`src/rtl/cle_pkg.sv`:
```
`default_nettype none
// ----------------------------------------------------------------------------
// Console line editor package
// Shared sizes, key codes, the command and result records and the ring index
// helpers used by the front end, the command queue and the back end.
// ----------------------------------------------------------------------------
package cle_pkg;

	localparam int LINE_DEPTH = 128;
	localparam int RING_SPAN  = 2 * LINE_DEPTH;
	localparam int IDX_W      = $clog2(RING_SPAN);
	localparam int SLOT_W     = $clog2(LINE_DEPTH);

	typedef logic [IDX_W-1:0]  idx_t;
	typedef logic [SLOT_W-1:0] slot_t;

	localparam idx_t DEPTH_IDX = idx_t'(LINE_DEPTH);
	localparam idx_t SPAN_MAX  = idx_t'(RING_SPAN - 1);

	localparam logic [7:0] KEY_UP    = 8'd226;
	localparam logic [7:0] KEY_DOWN  = 8'd227;
	localparam logic [7:0] KEY_LEFT  = 8'd228;
	localparam logic [7:0] KEY_RIGHT = 8'd229;
	localparam logic [7:0] KEY_DEL   = 8'd127;
	localparam logic [7:0] CTL_H     = 8'd8;
	localparam logic [7:0] CTL_U     = 8'd21;
	localparam logic [7:0] CTL_D     = 8'd4;
	localparam logic [7:0] CTL_P     = 8'd16;
	localparam logic [7:0] KEY_CR    = 8'd13;
	localparam logic [7:0] KEY_NL    = 8'd10;
	localparam logic [7:0] KEY_NONE  = 8'd0;
	localparam logic [7:0] ERASE_MAX = 8'hFF;

	localparam logic OP_KEY  = 1'b0;
	localparam logic OP_READ = 1'b1;

	typedef enum logic [3:0] {
		CMD_NOP,
		CMD_DUMP,
		CMD_KILL,
		CMD_BKSP,
		CMD_ECHO,
		CMD_LEFT,
		CMD_RIGHT,
		CMD_CHAR,
		CMD_NL,
		CMD_READ
	} cmd_kind_t;

	typedef struct packed {
		cmd_kind_t   kind;
		logic [7:0]  code;
		logic        has_data;
	} cmd_t;

	typedef struct packed {
		logic        echo_valid;
		logic [7:0]  echo_code;
		logic [7:0]  erase_count;
		logic        line_committed;
		logic        dump_request;
		logic        read_valid;
		logic [7:0]  read_byte;
		logic        read_eof;
	} res_t;

	function automatic idx_t ring_inc(idx_t x);
		return (x == SPAN_MAX) ? '0 : idx_t'(x + 1'b1);
	endfunction

	function automatic idx_t ring_dec(idx_t x);
		return (x == '0) ? SPAN_MAX : idx_t'(x - 1'b1);
	endfunction

	function automatic idx_t ring_dist(idx_t a, idx_t b);
		logic [IDX_W:0] wide;
		wide = {1'b0, a} + (IDX_W+1)'(RING_SPAN) - {1'b0, b};
		return (a >= b) ? idx_t'(a - b) : wide[IDX_W-1:0];
	endfunction

	function automatic slot_t slot(idx_t x);
		return (x >= DEPTH_IDX) ? slot_t'(x - DEPTH_IDX) : slot_t'(x);
	endfunction

endpackage
`default_nettype wire

```
`src/rtl/cle_front.sv`:
```
`default_nettype none
// ----------------------------------------------------------------------------
// Console line editor front end
// Accepts requests, decodes each key code or read access into a command and
// holds it in a register stage until the command queue takes it.
// ----------------------------------------------------------------------------
module cle_front (
	input  wire logic          clk,
	input  wire logic          arst_n,
	input  wire logic          in_valid,
	output logic               in_ready,
	input  wire logic          opcode,
	input  wire logic [7:0]    key_code,
	input  wire logic          reader_has_data,
	output logic               cmd_valid,
	output cle_pkg::cmd_t      cmd,
	input  wire logic          cmd_ready
);
	import cle_pkg::*;

	logic valid_s1;
	cmd_t cmd_s1;
	cmd_t decoded;

	always_comb begin
		decoded          = '0;
		decoded.code     = key_code;
		decoded.has_data = reader_has_data;
		if (opcode == OP_READ) begin
			decoded.kind = CMD_READ;
		end else begin
			case (key_code)
				KEY_NONE:           decoded.kind = CMD_NOP;
				CTL_P:              decoded.kind = CMD_DUMP;
				CTL_U:              decoded.kind = CMD_KILL;
				CTL_H, KEY_DEL:     decoded.kind = CMD_BKSP;
				KEY_UP, KEY_DOWN:   decoded.kind = CMD_ECHO;
				KEY_LEFT:           decoded.kind = CMD_LEFT;
				KEY_RIGHT:          decoded.kind = CMD_RIGHT;
				KEY_CR, KEY_NL: begin
					decoded.kind = CMD_NL;
					decoded.code = KEY_NL;
				end
				default:            decoded.kind = CMD_CHAR;
			endcase
		end
	end

	assign in_ready  = !valid_s1 || cmd_ready;
	assign cmd_valid = valid_s1;
	assign cmd       = cmd_s1;

	always_ff @(posedge clk or negedge arst_n) begin
		if (!arst_n) begin
			valid_s1 <= 1'b0;
		end else if (in_ready) begin
			valid_s1 <= in_valid;
		end
	end

	always_ff @(posedge clk) begin
		if (in_ready && in_valid) begin
			cmd_s1 <= decoded;
		end
	end

endmodule
`default_nettype wire

```
`src/rtl/cle_queue.sv`:
```
`default_nettype none
// ----------------------------------------------------------------------------
// Console line editor command queue
// Two-entry queue that decouples command decoding from command execution.
// ----------------------------------------------------------------------------
module cle_queue (
	input  wire logic          clk,
	input  wire logic          arst_n,
	input  wire logic          push_valid,
	output logic               push_ready,
	input  wire cle_pkg::cmd_t push_cmd,
	output logic               pop_valid,
	output cle_pkg::cmd_t      pop_cmd,
	input  wire logic          pop_ready
);
	import cle_pkg::*;

	cmd_t       entry_q [2];
	logic       wr_ptr_q;
	logic       rd_ptr_q;
	logic [1:0] count_q;
	logic       do_push;
	logic       do_pop;

	assign push_ready = (count_q != 2'd2);
	assign pop_valid  = (count_q != 2'd0);
	assign pop_cmd    = entry_q[rd_ptr_q];
	assign do_push    = push_valid && push_ready;
	assign do_pop     = pop_valid && pop_ready;

	always_ff @(posedge clk or negedge arst_n) begin
		if (!arst_n) begin
			wr_ptr_q <= 1'b0;
			rd_ptr_q <= 1'b0;
			count_q  <= 2'd0;
		end else begin
			if (do_push) begin
				wr_ptr_q <= !wr_ptr_q;
			end
			if (do_pop) begin
				rd_ptr_q <= !rd_ptr_q;
			end
			case ({do_push, do_pop})
				2'b10:   count_q <= count_q + 2'd1;
				2'b01:   count_q <= count_q - 2'd1;
				default: count_q <= count_q;
			endcase
		end
	end

	always_ff @(posedge clk) begin
		if (do_push) begin
			entry_q[wr_ptr_q] <= push_cmd;
		end
	end

endmodule
`default_nettype wire

```
`src/rtl/cle_back.sv`:
```
`default_nettype none
// ----------------------------------------------------------------------------
// Console line editor back end
// Executes commands against the ring line store: shifts for insert and
// delete one entry per cycle, walks back over the line for kill, pops bytes
// for reads, and holds each result in an output register.
// ----------------------------------------------------------------------------
module cle_back (
	input  wire logic          clk,
	input  wire logic          arst_n,
	input  wire logic          cmd_valid,
	input  wire cle_pkg::cmd_t cmd,
	output logic               cmd_ready,
	output logic               out_valid,
	output cle_pkg::res_t      out_res,
	input  wire logic          out_ready
);
	import cle_pkg::*;

	typedef enum logic [6:0] {
		ST_IDLE = 7'b0000001,
		ST_KILL = 7'b0000010,
		ST_SHR  = 7'b0000100,
		ST_PUT  = 7'b0001000,
		ST_SHL  = 7'b0010000,
		ST_RDW  = 7'b0100000,
		ST_FIN  = 7'b1000000
	} state_t;

	state_t st_q, st_d;
	cmd_t   cmd_q, cmd_d;
	res_t   res_q, res_d;
	res_t   out_res_q;
	logic   out_valid_q;
	logic   out_load;
	idx_t   rd_q, rd_d;
	idx_t   commit_q, commit_d;
	idx_t   cur_q, cur_d;
	idx_t   end_q, end_d;
	idx_t   wp_q, wp_d;

	idx_t   cur_inc, cur_dec, end_inc, end_dec, rd_inc, wn_inc, wn_dec;
	logic   full;

	logic [7:0] line_mem [LINE_DEPTH];
	logic [7:0] mem_rdata_q;
	logic       mem_re, mem_we;
	slot_t      mem_raddr, mem_waddr;
	logic [7:0] mem_wdata;

	assign cur_inc = ring_inc(cur_q);
	assign cur_dec = ring_dec(cur_q);
	assign end_inc = ring_inc(end_q);
	assign end_dec = ring_dec(end_q);
	assign rd_inc  = ring_inc(rd_q);
	assign wn_inc  = ring_inc(wp_q);
	assign wn_dec  = ring_dec(wp_q);
	assign full    = (ring_dist(end_q, rd_q) >= DEPTH_IDX);

	always_comb begin
		st_d      = st_q;
		cmd_d     = cmd_q;
		res_d     = res_q;
		rd_d      = rd_q;
		commit_d  = commit_q;
		cur_d     = cur_q;
		end_d     = end_q;
		wp_d      = wp_q;
		cmd_ready = 1'b0;
		out_load  = 1'b0;
		mem_re    = 1'b0;
		mem_raddr = '0;
		mem_we    = 1'b0;
		mem_waddr = '0;
		mem_wdata = '0;
		case (st_q)
			ST_IDLE: begin
				if (cmd_valid) begin
					cmd_ready = 1'b1;
					cmd_d     = cmd;
					res_d     = '0;
					st_d      = ST_FIN;
					case (cmd.kind)
						CMD_DUMP: res_d.dump_request = 1'b1;
						CMD_ECHO: begin
							res_d.echo_valid = 1'b1;
							res_d.echo_code  = cmd.code;
						end
						CMD_LEFT: begin
							if (cur_q != commit_q) begin
								cur_d            = cur_dec;
								res_d.echo_valid = 1'b1;
								res_d.echo_code  = cmd.code;
							end
						end
						CMD_RIGHT: begin
							if (cur_q != end_q) begin
								cur_d            = cur_inc;
								res_d.echo_valid = 1'b1;
								res_d.echo_code  = cmd.code;
							end
						end
						CMD_KILL: begin
							mem_re    = 1'b1;
							mem_raddr = slot(end_dec);
							st_d      = ST_KILL;
						end
						CMD_BKSP: begin
							if (cur_q != commit_q) begin
								cur_d             = cur_dec;
								end_d             = end_dec;
								res_d.erase_count = 8'd1;
								if (cur_dec != end_dec) begin
									wp_d      = cur_dec;
									mem_re    = 1'b1;
									mem_raddr = slot(cur_q);
									st_d      = ST_SHL;
								end
							end
						end
						CMD_CHAR: begin
							if (!full) begin
								if (end_q == cur_q) begin
									st_d = ST_PUT;
								end else begin
									wp_d      = end_q;
									mem_re    = 1'b1;
									mem_raddr = slot(end_dec);
									st_d      = ST_SHR;
								end
							end
						end
						CMD_NL: begin
							if (!full) begin
								mem_we               = 1'b1;
								mem_waddr            = slot(end_q);
								mem_wdata            = KEY_NL;
								end_d                = end_inc;
								commit_d             = end_inc;
								cur_d                = end_inc;
								res_d.echo_valid     = 1'b1;
								res_d.echo_code      = KEY_NL;
								res_d.line_committed = 1'b1;
							end
						end
						CMD_READ: begin
							if (rd_q != commit_q) begin
								mem_re    = 1'b1;
								mem_raddr = slot(rd_q);
								st_d      = ST_RDW;
							end
						end
						default: st_d = ST_FIN;
					endcase
				end
			end
			ST_KILL: begin
				if (end_q == commit_q || mem_rdata_q == KEY_NL) begin
					cur_d = end_q;
					st_d  = ST_FIN;
				end else begin
					end_d = end_dec;
					if (res_q.erase_count != ERASE_MAX) begin
						res_d.erase_count = res_q.erase_count + 8'd1;
					end
					mem_re    = 1'b1;
					mem_raddr = slot(ring_dec(end_dec));
				end
			end
			ST_SHR: begin
				mem_we    = 1'b1;
				mem_waddr = slot(wp_q);
				mem_wdata = mem_rdata_q;
				if (wn_dec == cur_q) begin
					st_d = ST_PUT;
				end else begin
					wp_d      = wn_dec;
					mem_re    = 1'b1;
					mem_raddr = slot(ring_dec(wn_dec));
				end
			end
			ST_PUT: begin
				mem_we           = 1'b1;
				mem_waddr        = slot(cur_q);
				mem_wdata        = cmd_q.code;
				cur_d            = cur_inc;
				end_d            = end_inc;
				res_d.echo_valid = 1'b1;
				res_d.echo_code  = cmd_q.code;
				if (cmd_q.code == CTL_D || ring_dist(end_inc, rd_q) == DEPTH_IDX) begin
					commit_d             = end_inc;
					cur_d                = end_inc;
					res_d.line_committed = 1'b1;
				end
				st_d = ST_FIN;
			end
			ST_SHL: begin
				mem_we    = 1'b1;
				mem_waddr = slot(wp_q);
				mem_wdata = mem_rdata_q;
				if (wn_inc == end_q) begin
					st_d = ST_FIN;
				end else begin
					wp_d      = wn_inc;
					mem_re    = 1'b1;
					mem_raddr = slot(ring_inc(wn_inc));
				end
			end
			ST_RDW: begin
				res_d.read_valid = 1'b1;
				if (mem_rdata_q == CTL_D) begin
					res_d.read_eof = 1'b1;
					if (!cmd_q.has_data) begin
						rd_d = rd_inc;
					end
				end else begin
					res_d.read_byte = mem_rdata_q;
					rd_d            = rd_inc;
				end
				st_d = ST_FIN;
			end
			ST_FIN: begin
				if (!out_valid_q || out_ready) begin
					out_load = 1'b1;
					st_d     = ST_IDLE;
				end
			end
			default: st_d = ST_IDLE;
		endcase
	end

	always_ff @(posedge clk or negedge arst_n) begin
		if (!arst_n) begin
			st_q        <= ST_IDLE;
			rd_q        <= '0;
			commit_q    <= '0;
			cur_q       <= '0;
			end_q       <= '0;
			out_valid_q <= 1'b0;
		end else begin
			st_q     <= st_d;
			rd_q     <= rd_d;
			commit_q <= commit_d;
			cur_q    <= cur_d;
			end_q    <= end_d;
			if (out_load) begin
				out_valid_q <= 1'b1;
			end else if (out_ready) begin
				out_valid_q <= 1'b0;
			end
		end
	end

	always_ff @(posedge clk) begin
		cmd_q <= cmd_d;
		res_q <= res_d;
		wp_q  <= wp_d;
		if (out_load) begin
			out_res_q <= res_q;
		end
	end

	always_ff @(posedge clk) begin
		if (mem_we) begin
			line_mem[mem_waddr] <= mem_wdata;
		end
		if (mem_re) begin
			mem_rdata_q <= line_mem[mem_raddr];
		end
	end

	assign out_valid = out_valid_q;
	assign out_res   = out_res_q;

endmodule
`default_nettype wire

```
`src/rtl/console_line_editor_top.sv`:
```
`default_nettype none
// ----------------------------------------------------------------------------
// Console line editor
// Canonical-mode line editing over a ring line store with a read-out port.
//
// One request (opcode, key_code, reader_has_data) enters on the input
// channel; exactly one result leaves on the output channel for every request,
// in order. A front end decodes requests into a two-entry command queue, and
// the back end executes one command at a time against the line store memory.
// An insert or a delete shifts the line one store entry per cycle, and a
// kill-line walks back one entry per cycle; the memory's single read and
// write port per cycle sets these rates. The back end takes a new command
// only in ST_IDLE, after the last result has been handed over in ST_FIN.
// The front end keeps accepting requests until the queue and its register
// are full, also while a result waits. When the receiver stalls, the result
// stays in the output register and the back end waits with the next one.
// Reset clears the read, commit, cursor and end indices, so the line is
// empty; the store itself is not cleared.
// ----------------------------------------------------------------------------
module console_line_editor_top (
	input  wire logic       clk,
	input  wire logic       arst_n,
	input  wire logic       in_valid,
	output logic            in_ready,
	input  wire logic       opcode,
	input  wire logic [7:0] key_code,
	input  wire logic       reader_has_data,
	output logic            out_valid,
	input  wire logic       out_ready,
	output logic            echo_valid,
	output logic [7:0]      echo_code,
	output logic [7:0]      erase_count,
	output logic            line_committed,
	output logic            dump_request,
	output logic            read_valid,
	output logic [7:0]      read_byte,
	output logic            read_eof
);
	import cle_pkg::*;

	logic front_valid, front_ready;
	cmd_t front_cmd;
	logic queue_valid, queue_ready;
	cmd_t queue_cmd;
	res_t res;

	cle_front u_front (
		.clk             (clk),
		.arst_n          (arst_n),
		.in_valid        (in_valid),
		.in_ready        (in_ready),
		.opcode          (opcode),
		.key_code        (key_code),
		.reader_has_data (reader_has_data),
		.cmd_valid       (front_valid),
		.cmd             (front_cmd),
		.cmd_ready       (front_ready)
	);

	cle_queue u_queue (
		.clk        (clk),
		.arst_n     (arst_n),
		.push_valid (front_valid),
		.push_ready (front_ready),
		.push_cmd   (front_cmd),
		.pop_valid  (queue_valid),
		.pop_cmd    (queue_cmd),
		.pop_ready  (queue_ready)
	);

	cle_back u_back (
		.clk       (clk),
		.arst_n    (arst_n),
		.cmd_valid (queue_valid),
		.cmd       (queue_cmd),
		.cmd_ready (queue_ready),
		.out_valid (out_valid),
		.out_res   (res),
		.out_ready (out_ready)
	);

	assign echo_valid     = res.echo_valid;
	assign echo_code      = res.echo_code;
	assign erase_count    = res.erase_count;
	assign line_committed = res.line_committed;
	assign dump_request   = res.dump_request;
	assign read_valid     = res.read_valid;
	assign read_byte      = res.read_byte;
	assign read_eof       = res.read_eof;

endmodule
`default_nettype wire
```
`config.mk`:
```
export PLATFORM = sky130hd
export DESIGN_NAME = console_line_editor_top
export DESIGN_NICKNAME = d
export VERILOG_FILES = /design/src/rtl/cle_pkg.sv /design/src/rtl/cle_front.sv /design/src/rtl/cle_queue.sv /design/src/rtl/cle_back.sv /design/src/rtl/console_line_editor_top.sv
export SDC_FILE = /design/constraint.sdc
export NUM_CORES = 2
export LEC_CHECK = 0
export ABC_AREA = 1
export BUFFER_PORTS_ARGS = -buffer_cell sky130_fd_sc_hd__buf_2
export CAP_MARGIN = 10
export CORE_MARGIN = 8
export CORE_UTILIZATION = 41
export DETAILED_ROUTE_END_ITERATION = 6
export PLACE_DENSITY = 0.62
export SETUP_SLACK_MARGIN = 0.3
export SYNTH_ARGS = -nofsm -noshare
export SYNTH_HDL_FRONTEND = slang
export SYNTH_SLANG_ARGS = --single-unit
```
`constraint.sdc`:
```
create_clock -name clk -period 9.2 [get_ports clk]
set_input_delay 1.84 -clock clk [delete_from_list [all_inputs] [get_ports clk]]
set_output_delay 1.84 -clock clk [all_outputs]
set_load 0.03 [all_outputs]
```
==> out/results.txt <==
The cell taking the most area after synthesis was sky130_fd_sc_hd__edfxtp_1. The run gives 0 as the number of antenna violations at the first check in global routing. The detail-routed via count per cell came out at 5.757. By area the synthesized netlist is led by sky130_fd_sc_hd__edfxtp_1, sky130_fd_sc_hd__nand3_1, sky130_fd_sc_hd__nand2_1, sky130_fd_sc_hd__nor2_1, sky130_fd_sc_hd__dfrtp_1. The placed wire-length estimate is 91850 µm, and the I/O pin count is 45. The analysis attributes to net switching a power of 5.791 mW. After detailed routing, the number of remaining DRC violations is 0. The violation count after the first detailed-routing iteration was 4653.

The congestion estimate from routability-driven global placement came to 0.9547. Across the whole layout, storage elements account for 35540 µm². Via count of the first global-routing pass: 36380. The number of endpoints failing setup at the final stage is 0, and the area of the die is 142400 µm². The most critical setup path has its endpoint at u_back.mem_rdata_q[2].

Total count of max-transition violations in the final report: 0. Compared with the post-synthesis result, the final layout area differs by 9.789%. The repair_antennas step left the layout with diodes totalling 0.

The share of total power consumed by net switching is 35.69%. The routed length per placed instance works out to 23.55 µm. The primary flip-flop cell chosen by synthesis mapping was sky130_fd_sc_hd__edfxtp_1. The share of total power dissipated in combinational logic is 28.1%.

The critical path is of the reg2reg type. The longest clock path from root to sink contains 3 buffers. At the pin with the least slew margin, the transition time is 1.333 ns. For the number of endpoints with negative hold slack in the final report, the log shows 0. After synthesis, the largest family of logic cells by area is simple AND/OR/NAND/NOR gates. The slack of the critical path came out at 2.637 ns. The share of the clock period used by the worst path is 71.34%, and the worst setup slack for register-to-register paths is 2.64 ns. The startpoint identified for the worst register-to-register timing path is u_back.end_q[0]. The critical path data required time was 9.80 ns.

Yosys mapped a number of flops with a built-in enable equal to 1146. The synthesized netlist devotes 2.717% of its cell area to compound gates. The area of the mapped netlist is 53520 µm², and the areal power density over the cells is 276.2 nW/µm².

The tools report the startpoint class of the critical path as a register. Summed over all failing endpoints, the final setup total negative slack is 0 ns. The clock network burns 29.9% of the power. The floorplan step defined a core boundary enclosing 129500 µm².

The worst pin sits at a relative slew slack of 10.97%. For this run, the number of Yosys warnings is 0. The xor and xnor fraction of the mapped netlist area is 0.6873%, and the simple-gate share of the synthesized area is 24.48%. Multiplexer cells account for 0% of the synthesized area.

The multi-input combinational cell area is 15560 µm². The tools report the number of sinks driven by the clock tree as 1191. For the worst setup path, the data arrival time is 7.16 ns. The number of hold-repair buffers added at the cts stage is 0, and the synthesized instance count is 4912. Once layout is complete, the cells apart from fillers number 6665.

Timing analysis after detailed placement gives a worst setup slack of 2.809 ns. After Yosys synthesis, full adders, half adders and majority gates account for 0.7621% of the synthesized area. The run gives 0 as the number of antenna-violating nets in the routed design. Maximum fanout along the worst path: 111. The tools report the root buffer cell as sky130_fd_sc_hd__clkbuf_16.

The run finished with clean final reports. Based on the critical path, the design can be clocked at up to 0.1524 GHz. The path class of the tightest hold or removal check is reg2reg. Buffers placed on the I/O ports in this run total 44.

The clock insertion delay at the later pin of the skew report came out at 0.75 ns. The launch point of the critical path is u_back.end_q[0]. The filler cells instantiated in the layout total 11880. The average instance in the mapped netlist occupies 10.90 µm². The total clock buffers created by CTS was 120; the sequential cell fraction of total power was 42.0%.

Internal power comes to 10.44 mW. The floorplan has 132 rows. The fraction of registers with async set or reset after synthesis is 3.778%. The endpoint class of the critical path was a register. Buffers added to address setup during post-CTS repair amount to 0. The run gives 0.3916 ns as the worst-case hold slack. The H-tree depth is 3, and the number of max-cap violations is 0.

Subtracting the final worst setup slack from the clock period gives 6.563 ns. The leakage power total was 20.44 nW; the final wirelength was 157000 µm. The number of nets in the synthesized netlist is 4958.

The leftover overflow at the end of global routing was 0; the number of cells traversed by the worst register-to-register path was 27. Flip-flop and latch count after synthesis: 1191. The most common cell after layout, fill and taps aside is sky130_fd_sc_hd__nand3_1. The maximum number of pins on one net before global-route repair is 190. The starting utilization of the core area was 41.33%; the portion of synthesized cell area occupied by the leading cell type was 64.30%. Sequential elements use 66.41% of the synthesized area.

The CTS clock-pin slew for the worst setup and hold paths came out at 0.06 ns. In this run, distinct cell masters in the synthesized netlist total 60. In the layout the commonest cells are sky130_fd_sc_hd__nand3_1, sky130_fd_sc_hd__edfxtp_1, sky130_fd_sc_hd__nand2_1, sky130_fd_sc_hd__nor2_1, sky130_fd_sc_hd__inv_1. The clock arrives with 0.07842 ns of skew.

TritonCTS built the clock tree. The x dimension of the die is 377.3 µm. The post-route netlist has 7.861% of its cells at a drive strength greater than 1. Across every metal layer, demand over resource in global routing totals 21.42%. After clock tree synthesis, the repair step resized 0 gates. Setup repair after global routing left no endpoint under its margin. Floorplan die height: 377.3 µm.

The worst reg2reg path endpoint was u_back.mem_rdata_q[2]. The logs give 0.0002101 V for the worst IR drop on VDD and 38370 for the total number of vias. The number of placed cells counting well taps was 6447; the first-pass iteration count of the detailed router was 6. In the final design database the tool counted 4873 nets.

The first global-routing pass estimated 235800 µm of wire.
stage by stage:
stage | utilization (%) | area [µm²] | total power, mW
global route | 45.38 | 58760 | 16.91
global placement | 42.37 | 54870 | 11.37
detailed placement | 42.38 | 54880 | 11.40
CTS | 45.38 | 58760 | 16.21
finish | 45.38 | 58760 | 16.23
floorplan | - | 53520 | 9.892
worst max-delay path: stages (launching register included):
cell and delay [ns]:
sky130_fd_sc_hd__dfrtp_1 0.70, sky130_fd_sc_hd__inv_1 0.32, sky130_fd_sc_hd__ha_1 0.31, sky130_fd_sc_hd__nand2_1 0.14, sky130_fd_sc_hd__inv_1 0.07, sky130_fd_sc_hd__nand2_1 0.09
sky130_fd_sc_hd__nand2_1 0.07, sky130_fd_sc_hd__nor2_2 0.27, sky130_fd_sc_hd__nand2_1 0.09, sky130_fd_sc_hd__nand2_1 0.07, sky130_fd_sc_hd__nand2_1 0.05, sky130_fd_sc_hd__nor2_1 0.13
sky130_fd_sc_hd__nand2_2 0.11, sky130_fd_sc_hd__nand4_1 0.09, sky130_fd_sc_hd__nand2_1 0.16, sky130_fd_sc_hd__nand2_8 0.45, sky130_fd_sc_hd__nand2_8 0.60, sky130_fd_sc_hd__clkinv_2 0.14
sky130_fd_sc_hd__buf_4 0.52, sky130_fd_sc_hd__buf_4 0.65, sky130_fd_sc_hd__nand2_1 0.19, sky130_fd_sc_hd__nand3_1 0.12, sky130_fd_sc_hd__nand3_1 0.11, sky130_fd_sc_hd__nand3_1 0.12
sky130_fd_sc_hd__nand3_1 0.08, sky130_fd_sc_hd__nand3_1 0.26, sky130_fd_sc_hd__nand3_1 0.17, sky130_fd_sc_hd__nand2_1 0.10
state kept, by name (all words and copies together), names as in the netlist, 2 cells and up:
signal,cells
u_back.mem_rdata_q,8
u_queue.entry_q,26
u_back.commit_q,8
u_back.st_q,7
u_back.out_res,29
u_back.rd_q,8
u_back.res_q,29
u_queue.count_q,2
u_back.line_mem,1024
u_front.cmd,13
u_back.cur_q,8
u_back.end_q,8
u_back.cmd_q,9
u_back.wp_q,8
power by group through the flow:
stage | registers [mW] | logic, mW | clock network [mW]
finish | 6.81 | 4.56 | 4.86
global placement | 6.91 | 4.46 | 0
global route | 6.83 | 4.98 | 5.10
CTS | 6.80 | 4.50 | 4.91
detailed placement | 6.91 | 4.49 | 0
floorplan | 6.75 | 3.15 | 0
area by class of cell:
| type | instances | share of cell area [%] |
|---|---|---|
| multi-input cells | 3189 | 26.47 |
| repair buffers | 106 | 1.322 |
| clock buffers | 144 | 5.264 |
| flip-flops and latches | 1191 | 60.48 |
| well taps | 1742 | 3.709 |
| clock inverters | 74 | 1.342 |
| inverters | 219 | 1.403 |
synthesized netlist by cell type (all sizes together), types with 14 or more instances:
cell	count
nand3	1503
edfxtp	1146
nand2	973
nor2	314
buf	278
inv	214
o21ai	92
dfrtp	44
a21oi	42
clkbuf	35
nand4	33
xor2	32
ha	31
o22ai	27
nor3	22
nor4	14
worst min path at each step:
| stage | start | to | slack, ns | cells past startpoint |
|---|---|---|---|---|
| 6_report | u_back.res_q[26] | u_back.out_res[26] | 0.39 | 0 |
| 3_3_place_gp | u_back.res_q[25] | u_back.out_res[25] | 0.41 | 0 |
| 3_5_place_dp | u_back.res_q[25] | u_back.out_res[25] | 0.40 | 0 |
| 5_1_grt | u_back.res_q[26] | u_back.out_res[26] | 0.39 | 0 |
| 4_1_cts | u_back.res_q[26] | u_back.out_res[26] | 0.39 | 0 |
| 2_1_floorplan | u_back.res_q[0] | u_back.out_res[0] | 0.40 | 0 |
per-layer routing:
metal	share of wire, %	track usage (%)	vias up	wire length (µm)
met3	8.7	3.577	338	13580
li1	-	-	17400	-
met4	3.9	7.548	0	6078
met5	0	0	-	0
met2	46	33.93	1964	72900
met1	41	29.88	18670	64410
cell families (layout without fill, tap and decap cells):
logic type                 count (synthesis)  after routing
AOI/OAI and AO/OA                        233            233
xor gates and xnor gates                  42             42
adders and majority gates                 32             32
buffers and inverters                    532            543
DFF                                     1191           1191
and+or+nand+nor                         2882           2882
Note: power is estimated with default switching activity, not from simulation.
